--- config.mk ---
export PLATFORM = sky130hd
export DESIGN_NAME = grg_fdiv
export DESIGN_NICKNAME = d
export VERILOG_FILES = /design/src/rtl/grg_pkg.sv /design/src/rtl/grg_fdiv.sv
export SDC_FILE = /design/constraint.sdc
export NUM_CORES = 2
export LEC_CHECK = 0
export BUFFER_PORTS_ARGS = -buffer_cell sky130_fd_sc_hd__buf_2
export CAP_MARGIN = 15
export CORE_MARGIN = 8
export CORE_UTILIZATION = 57
export CTS_BUF_LIST = sky130_fd_sc_hd__clkbuf_4
export CTS_CLUSTER_SIZE = 14
export DETAILED_ROUTE_END_ITERATION = 8
export PLACE_DENSITY = 0.73
export SETUP_SLACK_MARGIN = 0.3
export SLEW_MARGIN = 10
export SYNTH_ARGS = -nofsm -noshare
export SYNTH_HDL_FRONTEND = slang
export SYNTH_SLANG_ARGS = --single-unit
--- constraint.sdc ---
create_clock -name clk_i -period 20.8 [get_ports clk_i]
set_clock_uncertainty 0.1 [all_clocks]
set_input_delay 4.16 -clock clk_i [delete_from_list [all_inputs] [get_ports clk_i]]
set_output_delay 4.16 -clock clk_i [all_outputs]
set_load 0.05 [all_outputs]
--- src/rtl/grg_pkg.sv ---
`timescale 1ns / 1ps
package grg_pkg;

  // single-precision encodings
  localparam logic [30:0] INF_MAG  = 31'h7F800000;
  localparam logic [31:0] QNAN     = 32'h7FC00000;
  localparam logic [31:0] ONE      = 32'h3F800000;

  // pipeline shape
  localparam int SQRT_STEPS = 28;
  localparam int DIV_STEPS  = 27;
  localparam int HYP_LAT    = 4 + SQRT_STEPS + 2;
  localparam int DIV_LAT    = 1 + DIV_STEPS + 2;
  localparam int PIPE_DEPTH = HYP_LAT + 1 + 2 * DIV_LAT;

  typedef logic signed [11:0] exp_t;

  // finite nonzero magnitude as mant * 2^ex, mant[23] set
  typedef struct packed {
    logic [23:0] mant;
    exp_t        ex;
  } unpacked_t;

  // first half of rounding, registered between the two halves
  typedef struct packed {
    logic        zero;
    logic [23:0] kept;
    logic        rnd;
    exp_t        bexp;
  } round_t;

  function automatic unpacked_t decode(logic [30:0] m);
    unpacked_t u;
    logic [4:0] lz;
    lz = '0;
    if (m[30:23] == 8'd0) begin
      for (int i = 0; i < 23; i++) begin
        if (m[i]) lz = 5'(23 - i);
      end
      u.mant = {1'b0, m[22:0]} << lz;
      u.ex   = -12'sd149 - $signed({7'b0, lz});
    end else begin
      u.mant = {1'b1, m[22:0]};
      u.ex   = $signed({4'b0, m[30:23]}) - 12'sd150;
    end
    return u;
  endfunction

  // pick the kept bits and the round-up decision (nearest even)
  function automatic round_t pack_round(logic [27:0] m, exp_t e, logic sticky);
    round_t      p;
    logic [4:0]  len;
    exp_t        sh;
    exp_t        sub;
    logic [5:0]  sa;
    logic [39:0] ext;
    logic [39:0] low_mask;
    logic [27:0] kept;
    len = '0;
    for (int i = 0; i < 28; i++) begin
      if (m[i]) len = 5'(i + 1);
    end
    sh  = $signed({7'b0, len}) - 12'sd24;
    sub = -12'sd149 - e;
    if (sub > sh) sh = sub;
    if (sh >= 12'sd40) sa = 6'd39;
    else if (sh < 12'sd1) sa = 6'd1;
    else sa = sh[5:0];
    ext      = {12'b0, m};
    kept     = m >> sa;
    low_mask = (40'd1 << (sa - 6'd1)) - 40'd1;
    p.zero   = (sh >= 12'sd40);
    p.kept   = kept[23:0];
    p.rnd    = ext[sa - 6'd1] & ((|(ext & low_mask)) | sticky | kept[0]);
    p.bexp   = e + $signed({6'b0, sa}) + 12'sd150;
    return p;
  endfunction

  // assemble the magnitude; overflow saturates to infinity
  function automatic logic [30:0] pack_final(round_t p);
    logic signed [36:0] bits;
    bits = (37'(p.bexp) - 37'sd1) <<< 23;
    bits = bits + $signed({13'b0, p.kept}) + $signed({36'b0, p.rnd});
    if (p.zero) return '0;
    else if (bits >= 37'sd2139095040) return INF_MAG;
    else return bits[30:0];
  endfunction

endpackage

--- src/rtl/grg_fdiv.sv ---
`timescale 1ns / 1ps
module grg_fdiv import grg_pkg::*; (
  input  logic        clk_i,
  input  logic        rst_ni,
  input  logic        en_i,
  input  logic        valid_i,
  input  logic [31:0] x_i,
  input  logic [31:0] y_i,
  output logic        valid_o,
  output logic [31:0] q_o
);

  typedef enum logic [1:0] {SP_NONE, SP_NAN, SP_INF, SP_ZERO} special_e;

  typedef struct packed {
    logic [24:0] rem;
    logic [26:0] quo;
    logic [23:0] my;
    exp_t        ex;
    logic        sign;
    special_e    sp;
  } dstep_t;

  // stage 1: classify and unpack
  unpacked_t ux, uy;
  logic      x_nan, y_nan, x_inf, y_inf, x_zero, y_zero;
  special_e  sp;

  always_comb begin
    ux     = decode(x_i[30:0]);
    uy     = decode(y_i[30:0]);
    x_nan  = x_i[30:0] > INF_MAG;
    y_nan  = y_i[30:0] > INF_MAG;
    x_inf  = x_i[30:0] == INF_MAG;
    y_inf  = y_i[30:0] == INF_MAG;
    x_zero = x_i[30:0] == '0;
    y_zero = y_i[30:0] == '0;
    if (x_nan || y_nan || (x_inf && y_inf) || (x_zero && y_zero)) sp = SP_NAN;
    else if (x_inf || y_zero) sp = SP_INF;
    else if (x_zero || y_inf) sp = SP_ZERO;
    else sp = SP_NONE;
  end

  dstep_t ds_q [DIV_STEPS + 1];
  logic   dv_q [DIV_STEPS + 1];

  always_ff @(posedge clk_i or negedge rst_ni) begin
    if (!rst_ni) begin
      dv_q[0] <= 1'b0;
    end else if (en_i) begin
      dv_q[0] <= valid_i;
    end
  end

  always_ff @(posedge clk_i) begin
    if (en_i) begin
      ds_q[0].rem  <= {1'b0, ux.mant};
      ds_q[0].quo  <= '0;
      ds_q[0].my   <= uy.mant;
      ds_q[0].ex   <= ux.ex - uy.ex - 12'sd26;
      ds_q[0].sign <= x_i[31] ^ y_i[31];
      ds_q[0].sp   <= sp;
    end
  end

  // restoring division, one quotient bit per stage
  for (genvar j = 0; j < DIV_STEPS; j++) begin : g_div
    logic [24:0] cur;
    dstep_t      nxt;

    always_comb begin
      nxt = ds_q[j];
      if (j == 0) cur = ds_q[j].rem;
      else cur = {ds_q[j].rem[23:0], 1'b0};
      if (cur >= {1'b0, ds_q[j].my}) begin
        nxt.rem = cur - {1'b0, ds_q[j].my};
        nxt.quo = {ds_q[j].quo[25:0], 1'b1};
      end else begin
        nxt.rem = cur;
        nxt.quo = {ds_q[j].quo[25:0], 1'b0};
      end
    end

    always_ff @(posedge clk_i or negedge rst_ni) begin
      if (!rst_ni) begin
        dv_q[j + 1] <= 1'b0;
      end else if (en_i) begin
        dv_q[j + 1] <= dv_q[j];
      end
    end

    always_ff @(posedge clk_i) begin
      if (en_i) begin
        ds_q[j + 1] <= nxt;
      end
    end
  end

  // rounding, then specials
  round_t      pa_q;
  logic        pv_q, psign_q, ov_q;
  special_e    psp_q;
  logic [31:0] q_q;

  always_ff @(posedge clk_i or negedge rst_ni) begin
    if (!rst_ni) begin
      pv_q <= 1'b0;
      ov_q <= 1'b0;
    end else if (en_i) begin
      pv_q <= dv_q[DIV_STEPS];
      ov_q <= pv_q;
    end
  end

  always_ff @(posedge clk_i) begin
    if (en_i) begin
      pa_q    <= pack_round({1'b0, ds_q[DIV_STEPS].quo}, ds_q[DIV_STEPS].ex,
                            |ds_q[DIV_STEPS].rem);
      psign_q <= ds_q[DIV_STEPS].sign;
      psp_q   <= ds_q[DIV_STEPS].sp;
      case (psp_q)
        SP_NAN:  q_q <= QNAN;
        SP_INF:  q_q <= {psign_q, INF_MAG};
        SP_ZERO: q_q <= {psign_q, 31'b0};
        default: q_q <= {psign_q, pack_final(pa_q)};
      endcase
    end
  end

  assign valid_o = ov_q;
  assign q_o     = q_q;

endmodule

After elaboration in Yosys (flattened, before gate mapping)
Memory sizes are Yosys's and may differ from the RTL's.
Cells that the tools add are included.
- RAM bits: 2548
- bits in read-only memories: 0
- logic and storage cells: 261
- output and inout port bits: 33
- memories: 1
- bits in latches: 0
- input bits: 68
- flip-flop bits (word level): 103
- add/subtract/negate cells: 42
- magnitude comparators: 34
- bitwise operators: 5
- equality and inequality tests: 5
- multiplexer cells: 120
- multipliers: 0
- reduce and logical (&&, ||, !) cells: 13
- shift operators: 4
- div/mod/pow operators: 0
- memory list (name ; words ; width ; read ports ; clocked after Yosys merged registers in ; write ports ; RTL line ; source):
    ds_q ; 28 ; 91 ; 28 ; 0 ; 28 ; grg_fdiv.sv:44 ; dstep_t ds_q [DIV_STEPS + 1];
- operators with widths (operator ; number):
    52-bit two-way mux ; 27
    25-bit by 24-bit greater-or-equal comparator with 1-bit output ; 27
    25-bit by 24-bit subtractor with 25-bit output ; 27
    5-bit two-way mux ; 75
    32-bit case mux with 3 select lines ; 1
    36-bit two-way mux ; 2
    31-bit equality test, second input constant ; 2
    31-bit > comparator, second input constant ; 2
    31-bit logical NOT ; 2
    31-bit two-way mux ; 2
    23-bit by 5-bit left shift with 24-bit output ; 2
    27-bit by 40-bit bitwise AND with 40-bit output ; 1
    40-bit OR reduction ; 1
    1-bit by 6-bit left shift with 40-bit output, first input constant ; 1
    40-bit by 1-bit subtractor with 40-bit output, second input constant ; 1
    36-bit by 25-bit adder with 37-bit output ; 1
    37-bit by 2-bit adder with 37-bit output ; 1
    37-bit by 32-bit greater-or-equal comparator with 1-bit output, second input constant ; 1
    27-bit by 6-bit right shift with 24-bit output ; 1
    25-bit OR reduction ; 1
    12-bit two-way mux ; 2
    9-bit by 6-bit subtractor with 10-bit output, first input constant ; 2
    6-bit two-way mux ; 3
    8-bit by 8-bit subtractor with 9-bit output, second input constant ; 2
    other kinds (23) ; 36

Longest topological paths before layout
An unclocked memory read counts as a cell.
- depth after elaboration: 45
- gate-level depth with buffers: 37
- depth with buffers taken out: 30

Worst setup path after synthesis
No wires, ideal clock.
- path type: input-to-reg
- from: input x_i[2]
- to: memory ds_q[0][14] (netlist name) (data pin)
- arrival: 7.853 ns
- setup time: 0.261 ns
- path buffers: 1
- cell stages on the path: 22
- path slack: 12.586 ns
- data required time: 20.439 ns
- cell sequence: o31ai_1 a211oi_1 nor3_1 o31ai_1 a211o_1 a31oi_1 clkbuf_1 nand2_1 nand2_1 ha_1 inv_1 ha_1 inv_1 fa_1 inv_1 a21oi_1 o21ai_0 a21oi_1 o21bai_1 a21o_1 a21o_1 o21ai_0
- RTL lines (item ; RTL line ; source):
    start: declaration ; grg_fdiv.sv:7 ; input logic [31:0] x_i,
    end: declaration ; grg_fdiv.sv:44 ;

==> flow_metrics.tcl <==
set metrics [dict create \
    status "complete, no violations" \
    worstPathArrival_ps 10240 \
    peakVddDrop_mv 0.0870 \
    ys_seq_area_share_pct 58.4 \
    synth_compound_area_share_pct 10.3 \
    clock_sinks 2222 \
    power.total_mw 17.5 \
    area_delta_synth_final_pct 9.58 \
    io-pin-count 101 \
    root_buffer "clkbuf_4" \
    synthMuxAreaShare_pct 4.96 \
    min_path_type "register to register" \
    start_kind "register" \
    drc 0 \
    drive_above_1_share_pct 14.7 \
    power.density_mw_per_mm2 140 \
    cp_slowest_stage_delay_ps 650 \
    cp.required_ps 21760 \
    clock_latency_ps 1360 \
    place_ws_ps 11580 \
    synth_fp_nets 10172 \
    power.share.switching_pct 35.3 \
    tightest_slew_ps 1150 \
    synth_seq_cells 2222 \
    ys.flop_type "edfxtp_1" \
    post_drt_wl_per_cell_um 20.0 \
    clk_pin_slew_worst_paths_ps 60 \
    synth_fa_ha_area_share_pct 8.36 \
    p_clk_share_pct 21.0 \
    intPower_mw 11.3 \
    cts_made_buffers 593 \
    track_usage_pct 23.5 \
    crit_path_frequent_cell "ha_1" \
    cap_violations 0 \
    fin_crit_sh_pct 44.6 \
    setup_ws_ps 11530 \
    synthXorXnorAreaFrac_pct 4.38 \
    antenna_found_initial 8 \
    fp-row-count 164 \
    dp.final_hpwl_mm 190 \
    leakage_nw 50.0 \
    timing.fmax_mhz 108 \
    async_reset_ff_share_pct 1.35 \
    first_global_vias 74571 \
    vias 74449 \
    gp_congestion 0.905 \
    synth_top_family_by_area "compound AO/OA/AOI/OAI gates" \
    combPwrFrac_pct 39.8 \
    cts.repair.resized 0 \
    portBuffers 100 \
    drt_pass1_iterations 6 \
    crit_path_max_fanout 39 \
    die-area_mm2 0.214 \
    overflow 0 \
    num-nets-final 10752 \
    drtAntennaViolNets 0 \
    power_frac_seq_pct 39.2 \
    final_common_cell "edfxtp_1" \
    clk_path_buf_depth 4 \
    grt_max_degree 183 \
    die_w_um 463 \
    rsz0062_at_grt "no" \
    crit_path_top_delay_cell "a211oi_2" \
    die_h_um 463 \
    synth_area_mm2 0.114 \
    hold_viol_final 0 \
    slew_viol_final 0 \
    layout_common_cells "edfxtp_1 (2192), inv_1 (969), clkbuf_4 (831), ha_1 (715), nor2_1 (701)" \
    synth_cells 9360 \
    grt_pass1_wl_mm 405 \
    synth_edf_count 2192 \
    syn_avg_cell_area_um2 12.2 \
    post-cts-setup-buffers 0 \
    maxSlewHeadroom_pct 23.2 \
    n_fill_cell 15503 \
    worst_setup_path_end_kind "register" \
    setup_tns_ps 0 \
    initial_utilization_pct 57.2 \
    ys_warn_count 0 \
    setup_viol 0 \
    path_class "register to register" \
    core_mm2 0.199 \
    wirelength_mm 261 \
    drt_iter0_markers 6124 \
    yosysUniqueCellTypes 105 \
    viasPerCell 5.72 \
    cts_tree "built" \
    synth-simple-area-share_pct 9.75 \
    finalWorstPathRequiredPeriod_ps 9270 \
    p_sw_mw 6.20 \
    h-tree-depth 6 \
    cts.hold.buffers_added 0 \
]
worst max-delay path: cells and delay by family (launching register included):
kind	cells	cell delay, ps
and+or+nand+nor	5	1620
xor gates and xnor gates	1	170
DFF	1	560
buffers and inverters	5	1370
adders and majority gates	5	1790
AOI/OAI and AO/OA	13	3330
cells by family (layout without fill, tap and decap cells):
group	count (synthesis)	after routing
buffers and inverters	1151	2128
AND/OR/NAND/NOR	2306	2306
multiplexers	510	510
other	0	14
adder cells (fa/ha/maj)	744	744
flip-flops	2222	2222
XOR/XNOR	570	570
AO/OA/AOI/OAI	1857	1857
flip-flops by register name (all words and copies together), names as in the netlist:
signal	flops
dv_q	28
pv_q	1
psp_q	2
psign_q	1
valid_o	1
q_o	32
pa_q	38
ds_q	2119
power groups by stage:
stage	logic, mW	registers [mW]	clock network (mW)
after floorplan	5.31	6.67	0
after global placement	6.71	6.94	0
after detailed placement	6.88	6.96	0
after CTS	6.94	6.88	3.83
after global routing	7.69	6.96	4.05
final	6.98	6.87	3.68
synth_stat cells (96+ instances only):
| master | count | area (um^2) |
|---|---|---|
| xor2_1 | 169 | 1480 |
| and3_1 | 96 | 601 |
| nand3_1 | 191 | 956 |
| o21ai_0 | 331 | 1660 |
| mux2_2 | 362 | 4080 |
| edfxtp_1 | 2192 | 65800 |
| o21a_1 | 98 | 736 |
| mux2i_1 | 140 | 1400 |
| clkbuf_1 | 153 | 574 |
| nand2_1 | 477 | 1790 |
| xnor2_1 | 401 | 3510 |
| a21o_1 | 145 | 1090 |
| nor2b_1 | 117 | 732 |
| inv_1 | 969 | 3640 |
| nor3_1 | 222 | 1110 |
| a21oi_1 | 676 | 3380 |
| nand2b_1 | 117 | 732 |
| nor2_1 | 702 | 2640 |
| nand4_1 | 121 | 757 |
| ha_1 | 715 | 8950 |
per-layer routing:
metal	up-vias	share of wire, %	global-route usage [%]
met3	575	4.7	3.97
met4	2	4.9	11.7
met5	-	0.0050	0
met1	35863	41	28.6
li1	35905	-	-
met2	2104	50	40.5
worst paths after layout:
check / from / end / slack, ps / cells after the start
setup / recovery: ds_q[1][1050] / pa_q[12] / 11530 / 29
hold / removal: ds_q[0][468] / ds_q[0][559] / 270 / 0
setup reg to reg: ds_q[1][1050] / pa_q[12] / 11530 / 29
hold reg to reg: ds_q[0][468] / ds_q[0][559] / 270 / 0
max in group asynchronous: rst_ni / dv_q[5] / 17480 / 1
min in group asynchronous: rst_ni / dv_q[25] / 2700 / 1
area by class of cell:
type	instances	area [um^2]	share of cell area (%)
Antenna cell	14	35.0	0.0281
Clock buffer	831	6240	5.00
Clock inverter	161	875	0.700
Inverter	972	3650	2.92
Multi-Input combinational cell	5987	43100	34.5
Sequential cell	2222	66600	53.3
Tap cell	2656	3320	2.66
Timing Repair Buffer	164	1070	0.858
metrics by stage:
| stage | std cells | cell area, um^2 | utilization (%) | hold slack (ps) |
|---|---|---|---|---|
| floorplan | 9360 | 114000 | - | 300 |
| global placement | 12001 | 118000 | 59.1 | 300 |
| detailed placement | 12001 | 118000 | 59.1 | 305 |
| CTS | 12993 | 125000 | 62.7 | 272 |
| global route | 13006 | 125000 | 62.7 | 276 |
| finish | 13007 | 125000 | 62.7 | 270 |
(Power assumes the default switching activity.)
